### src/gdrc_pkg.sv
// Shared types, constants and helpers of the grid DDA column raycaster.
// No dependencies; every other file except gdrc_div uses this package by scoped names.
`default_nettype none
package gdrc_pkg;

	localparam int MAP_DIM_DEF   = 32;
	localparam int MAX_STEPS_DEF = 64;

	localparam int          DIV_NW    = 33;
	localparam logic [32:0] ONE_SHL32 = 33'h1_0000_0000;
	localparam logic [15:0] LINE_MAX  = 16'hFFFF;

	localparam logic [20:0] RST_POS_X   = 21'd1441792;
	localparam logic [20:0] RST_POS_Y   = 21'd786432;
	localparam logic [18:0] RST_DIR_X   = 19'h70000;
	localparam logic [18:0] RST_DIR_Y   = 19'd0;
	localparam logic [18:0] RST_PLANE_X = 19'd0;
	localparam logic [18:0] RST_PLANE_Y = 19'd43254;
	localparam logic [10:0] RST_COLS    = 11'd600;
	localparam logic [10:0] RST_ROWS    = 11'd600;

	typedef enum logic [3:0] {
		REG_POS_X   = 4'd0,
		REG_POS_Y   = 4'd1,
		REG_DIR_X   = 4'd2,
		REG_DIR_Y   = 4'd3,
		REG_PLANE_X = 4'd4,
		REG_PLANE_Y = 4'd5,
		REG_COLS    = 4'd6,
		REG_ROWS    = 4'd7
	} reg_idx_t;

	typedef enum logic {
		CMD_WRITE = 1'b0,
		CMD_CAST  = 1'b1
	} cmd_t;

	typedef struct packed {
		logic        cmd;
		logic [4:0]  cell_x;
		logic [4:0]  cell_y;
		logic [2:0]  cell_code;
		logic [9:0]  column;
	} item_t;

	typedef struct packed {
		logic [9:0]  out_column;
		logic [9:0]  stripe_top;
		logic [9:0]  stripe_bottom;
		logic [23:0] wall_colour;
		logic        hit_side;
		logic        no_hit;
	} result_t;

	typedef struct packed {
		logic [20:0]        pos_x;
		logic [20:0]        pos_y;
		logic signed [18:0] dir_x;
		logic signed [18:0] dir_y;
		logic signed [18:0] plane_x;
		logic signed [18:0] plane_y;
		logic [10:0]        cols;
		logic [10:0]        rows;
	} cfg_t;

	// back end status toward the front end
	typedef struct packed {
		logic clearing;
		logic pop;
	} bk_stat_t;

	function automatic logic [23:0] wall_rgb(input logic [2:0] code);
		logic [23:0] c;
		unique case (code)
			3'd1:    c = 24'hFF0000;
			3'd2:    c = 24'h32CD32;
			3'd3:    c = 24'h0000FF;
			3'd0,
			3'd4:    c = 24'h000000;
			default: c = 24'hFFFF00;
		endcase
		return c;
	endfunction

endpackage
`default_nettype wire

### src/gdrc_front.sv
// Front end: accepts items, drops writes outside the map, queues the rest.
// Depends on gdrc_pkg (item_t, bk_stat_t, CMD_CAST).
`default_nettype none
module gdrc_front #(
	parameter int MAP_DIM = gdrc_pkg::MAP_DIM_DEF
) (
	input  wire logic              clk,
	input  wire logic              arst_n,
	input  wire logic              start,
	input  wire gdrc_pkg::item_t   item,
	output logic                   busy,
	input  wire gdrc_pkg::bk_stat_t bk_stat,
	output logic                   q_valid,
	output gdrc_pkg::item_t        q_item
);
	gdrc_pkg::item_t ent_q [2];
	logic            wr_ptr_q;
	logic            rd_ptr_q;
	logic [1:0]      cnt_q;
	logic            accept;
	logic            keep;
	logic            push;
	logic            pop;

	assign busy   = (cnt_q == 2'd2) || bk_stat.clearing;
	assign accept = start && !busy;
	assign keep   = (item.cmd == gdrc_pkg::CMD_CAST) ||
	                ((32'(item.cell_x) < MAP_DIM) && (32'(item.cell_y) < MAP_DIM));
	assign push   = accept && keep;
	assign pop    = bk_stat.pop && (cnt_q != 2'd0);

	always_ff @(posedge clk or negedge arst_n) begin
		if (!arst_n) begin
			wr_ptr_q <= 1'b0;
			rd_ptr_q <= 1'b0;
			cnt_q    <= 2'd0;
		end else begin
			if (push)
				wr_ptr_q <= !wr_ptr_q;
			if (pop)
				rd_ptr_q <= !rd_ptr_q;
			cnt_q <= 2'(cnt_q + {1'b0, push} - {1'b0, pop});
		end
	end

	always_ff @(posedge clk) begin
		if (push)
			ent_q[wr_ptr_q] <= item;
	end

	assign q_valid = cnt_q != 2'd0;
	assign q_item  = ent_q[rd_ptr_q];
endmodule
`default_nettype wire

### config.mk
export PLATFORM = sky130hd
export DESIGN_NAME = gdrc_front
export DESIGN_NICKNAME = d
export VERILOG_FILES = /design/src/gdrc_pkg.sv /design/src/gdrc_front.sv
export SDC_FILE = /design/constraint.sdc
export NUM_CORES = 1
export LEC_CHECK = 0
export BUFFER_PORTS_ARGS = -buffer_cell sky130_fd_sc_hd__buf_2
export CAP_MARGIN = 15
export CORE_MARGIN = 2
export CORE_UTILIZATION = 54
export DETAILED_ROUTE_END_ITERATION = 7
export GPL_TIMING_DRIVEN = 0
export PLACE_DENSITY = 0.82
export SLEW_MARGIN = 10
export SYNTH_ARGS = -nofsm -noshare
export SYNTH_HDL_FRONTEND = slang
export SYNTH_SLANG_ARGS = --single-unit
### constraint.sdc
create_clock -name clk -period 5 [get_ports clk]
set_input_delay 1.5 -clock clk [delete_from_list [all_inputs] [get_ports clk]]
set_output_delay 1.5 -clock clk [all_outputs]
set_load 0.05 [all_outputs]
; Word level (Yosys, flattened, before mapping)
; Memory sizes are Yosys's and may differ from the RTL's.
; Index checks and enable logic that the tools add are counted.
[totals]
output_inout_bits = 26
ramBits = 48
input_bits = 29
n_memories = 1
ff_bits = 4
[op_classes]
addsub = 2
n_mux = 2
n_eq_ne = 1
reduce_logical = 7
[mem_list]
columns = name, depth, word_bits, rd, rd_ports_with_merged_regs, write_ports, line_no
row1 = ent_q, 2, 24, 1, 0, 1, gdrc_front.sv:16  ; gdrc_pkg::item_t ent_q [2];
[ops]
columns = cell, count
row1 = $logic_not 1->1, 3
row2 = $add 2x1->2, 1
row3 = $eq 2x2->1 const B, 1
row4 = $logic_and 1x1->1, 2
row5 = $mux 1, 2
row6 = $reduce_bool 2->1, 1
row7 = $sub 2x1->2, 1
row8 = $logic_or 1x1->1, 1

; Depth between registers and ports, before layout
[logic_depth]
word_depth = 6
depth_mapped = 7

; Worst setup path before layout
; No wires, ideal clock.
[synth_timing]
kind = input port to output port
from = input port bk_stat[1] (netlist bit)
to = output port busy
path_buffers = 0
setup_slack_ns = 1.597
arrival_time_ns = 1.903
required_ns = 3.500
stages = 1
path_cell_list = nand2b_1
[synth_between]
elab_chain_cells = 1
[synth_rtl]
columns = item, line_no
row1 = "start, declared", gdrc_front.sv:12  ; input wire gdrc_pkg::bk_stat_t bk_stat,
row2 = $logic_or 1x1->1, gdrc_front.sv:25  ; assign busy = (cnt_q == 2'd2) || bk_stat.clearing;
row3 = "end, declared", gdrc_front.sv:11  ; output logic busy,
; No other way between the ends.

; Worst setup path after layout
; Same ends and word-level chain as after synthesis.

==> reports/results.ini <==
[clocking]
worstSkewPairLatency_ns=0.30
post_cts_buffers=0
path_clk_slew_ns=0.09
hold_buffers=0
cts_made_buffers=5
ctsHtreeMaxLevel=2
cts_tree=yes
clk_path_buf_depth=2
clock-sinks=52
post_cts_resized=0
clock-root-buffer=clkbuf_8

[run_status]
status=finished clean

[place]
port_buffers=54
dp_hpwl_microns=2190
gp_congestion=0.641

[timing]
tightest_slew_ns=0.673
rsz0062_at_grt=false
fin_crit_sh_pct=68.8
max_freq_mhz=291
maxSlewHeadroom_pct=55.1
whs_ns=0.522
fin_setup_tns_ns=0
finalSetupViolCount=0
drv_slew=0
hold_viol=0
final.setup_skew_ns=0.00490
fin_crit_ns=3.44

[detailed_routing]
first_iter_violations=33
drtPass1Iterations=3
post_drt_wl_per_cell_microns=14.3
vias=981
drc=0
routed_via_density=4.76
wirelength_microns=2950
route.antenna.remaining_nets=0

[final_layout]
final_nets=188
drive_above_1_share_pct=60.1
syn_to_final_growth_pct=22.6
fill_cells=269
antenna_cells=0

[power_and_ir_drop]
p_leak_nw=1.00
power_density_mw_per_mm2=588
peakVddDrop_uv=363

[floorplanning]
start_util_pct=55.9
dieHeight_microns=65.3
fp.dieW_microns=65.3
dieArea_sq_mm=0.00426
row_count=22
core_sq_mm=0.00363
io_pins=55

[setup_path]
cp_slowest_cell=buf_2
max_stage_delay_ns=0.21
rr_startpoint=cnt_q[1]
cp.arrival_ns=1.94
crit_start=bk_stat[1]
cpMostUsedCell=buf_2
cp_max_fo=2
startpoint_type=input port
worstSetupPathType=in2out
endpoint_kind=output pin
path_cells=buf_2 > nand2b_1 > buf_2
cp.required_ns=3.50

[synthesis]
ys_ff_latch=52
synth_cells=94
synth.distinct_cells=14
yosys_warnings=0
synth_nets=125
synth.largest_area_cell=edfxtp_1
ys_top_cells_by_area=edfxtp_1 (71%), mux2_4 (14%), dfrtp_1 (4.9%)
syn-cell-area_sq_mm=0.00203
yosysSeqAreaShare_pct=76.0
syn_area_per_cell_sq_um=21.6
yosysTopAreaCellShare_pct=71.0

[global_routing]
antenna_found_initial=0
grt_pass1_vias=976
grt_overflow=0
grt_pass1_wl_microns=4700
grt_start_max_net_pins=18
grt_usage_pct=15.5

[worst_hold_path]
hp-start=cnt_q[1]
hp-class=reg2reg

[job]
max-cap-violations=0

==> cells by family (layout without fill, tap and decap cells) <==
group	after synthesis	count (layout)	share of synthesized area (%)
XOR/XNOR	4	4	1.73
adder cells (fa/ha/maj)	2	2	1.23
buffers and inverters	5	69	2.03
flip-flops	52	52	76.0
multiplexers	24	24	16.8
AND/OR/NAND/NOR	7	7	2.22
==> through the flow <==
stage | utilization [%] | area (sq um) | setup slack [ns] | total power, mW | instances
after detailed placement | 65.9 | 2390 | 1.56 | 1.26 | 198
final | 68.5 | 2490 | 1.56 | 1.46 | 206
after floorplan | - | 2030 | 1.60 | 1.13 | 94
after global placement | 64.9 | 2360 | 1.22 | 1.23 | 196
after global routing | 68.5 | 2490 | 1.52 | 1.53 | 206
after CTS | 68.5 | 2490 | 1.56 | 1.49 | 206
==> final cells by class <==
class | count | area [sq um] | area share, %
buffer | 3 | 33.8 | 1.36
clock buffer | 5 | 68.8 | 2.77
clock inverter | 3 | 23.8 | 0.956
inverter | 2 | 7.51 | 0.302
multi-input combinational | 37 | 452 | 18.2
sequential | 52 | 1540 | 62.0
tap | 48 | 60.1 | 2.41
timing repair buffer | 56 | 300 | 12.1
==> synthesized netlist by cell type (all sizes together) <==
cell    number
mux2        24
nor2         2
or2          1
xnor2        3
edfxtp      48
dfrtp        4
nand2b       2
inv          2
xor2         1
nand3b       1
buf          3
and2         1
ha           2
==> cells in the final DEF (no fill, tap or decap) <==
master / synthesis / final
and2_4: 1 / 1
buf_2: 0 / 54
buf_6: 3 / 3
buf_8: 0 / 2
clkbuf_8: 0 / 5
clkinv_4: 0 / 1
clkinvlp_4: 0 / 2
dfrtp_1: 4 / 4
edfxtp_1: 48 / 48
ha_1: 2 / 2
inv_1: 2 / 2
mux2_2: 5 / 5
mux2_4: 19 / 19
nand2b_1: 2 / 2
nand3b_1: 1 / 1
nor2_2: 0 / 2
or2_4: 1 / 1
xnor2_1: 3 / 3
xor2_1: 1 / 1
==> worst max-delay path, delay by kind of cell <==
kind / cells / cell delay (ns)
buffers and inverters: 2 / 0.31
AND/OR/NAND/NOR: 1 / 0.13
==> report_power, final <==
part	internal [mW]	total [mW]	switching (mW)
clock	0.0990	0.226	0.127
combinational	0.238	0.666	0.428
sequential	0.548	0.572	0.0244
==> metal layers <==
metal | up-vias | global-route usage (%) | wire length (microns)
met3 | 5 | 6.51 | 205
met4 | 0 | 4.69 | 42
met1 | 455 | 18.1 | 1190
met2 | 38 | 26.1 | 1510
met5 | - | 0 | 0
li1 | 483 | - | -
==> path summary, 6_finish.rpt <==
| kind | endpoint | slack [ns] | depth (start not counted) |
|---|---|---|---|
| max | busy | 1.56 | 3 |
| max reg2reg | ent_q[1][9] | 3.11 | 4 |
| min reg2reg | cnt_q[1] | 0.52 | 1 |
| max in group asynchronous | rd_ptr_q | 3.89 | 1 |
| min in group asynchronous | cnt_q[0] | 0.99 | 1 |
| min | cnt_q[1] | 0.52 | 1 |
==> flip-flops by register name, summed over array words and instances (netlist names) <==
| name | count |
|---|---|
| ent_q | 48 |
| cnt_q | 2 |
| rd_ptr_q | 1 |
| wr_ptr_q | 1 |
Power figures use the tool's default switching activity.
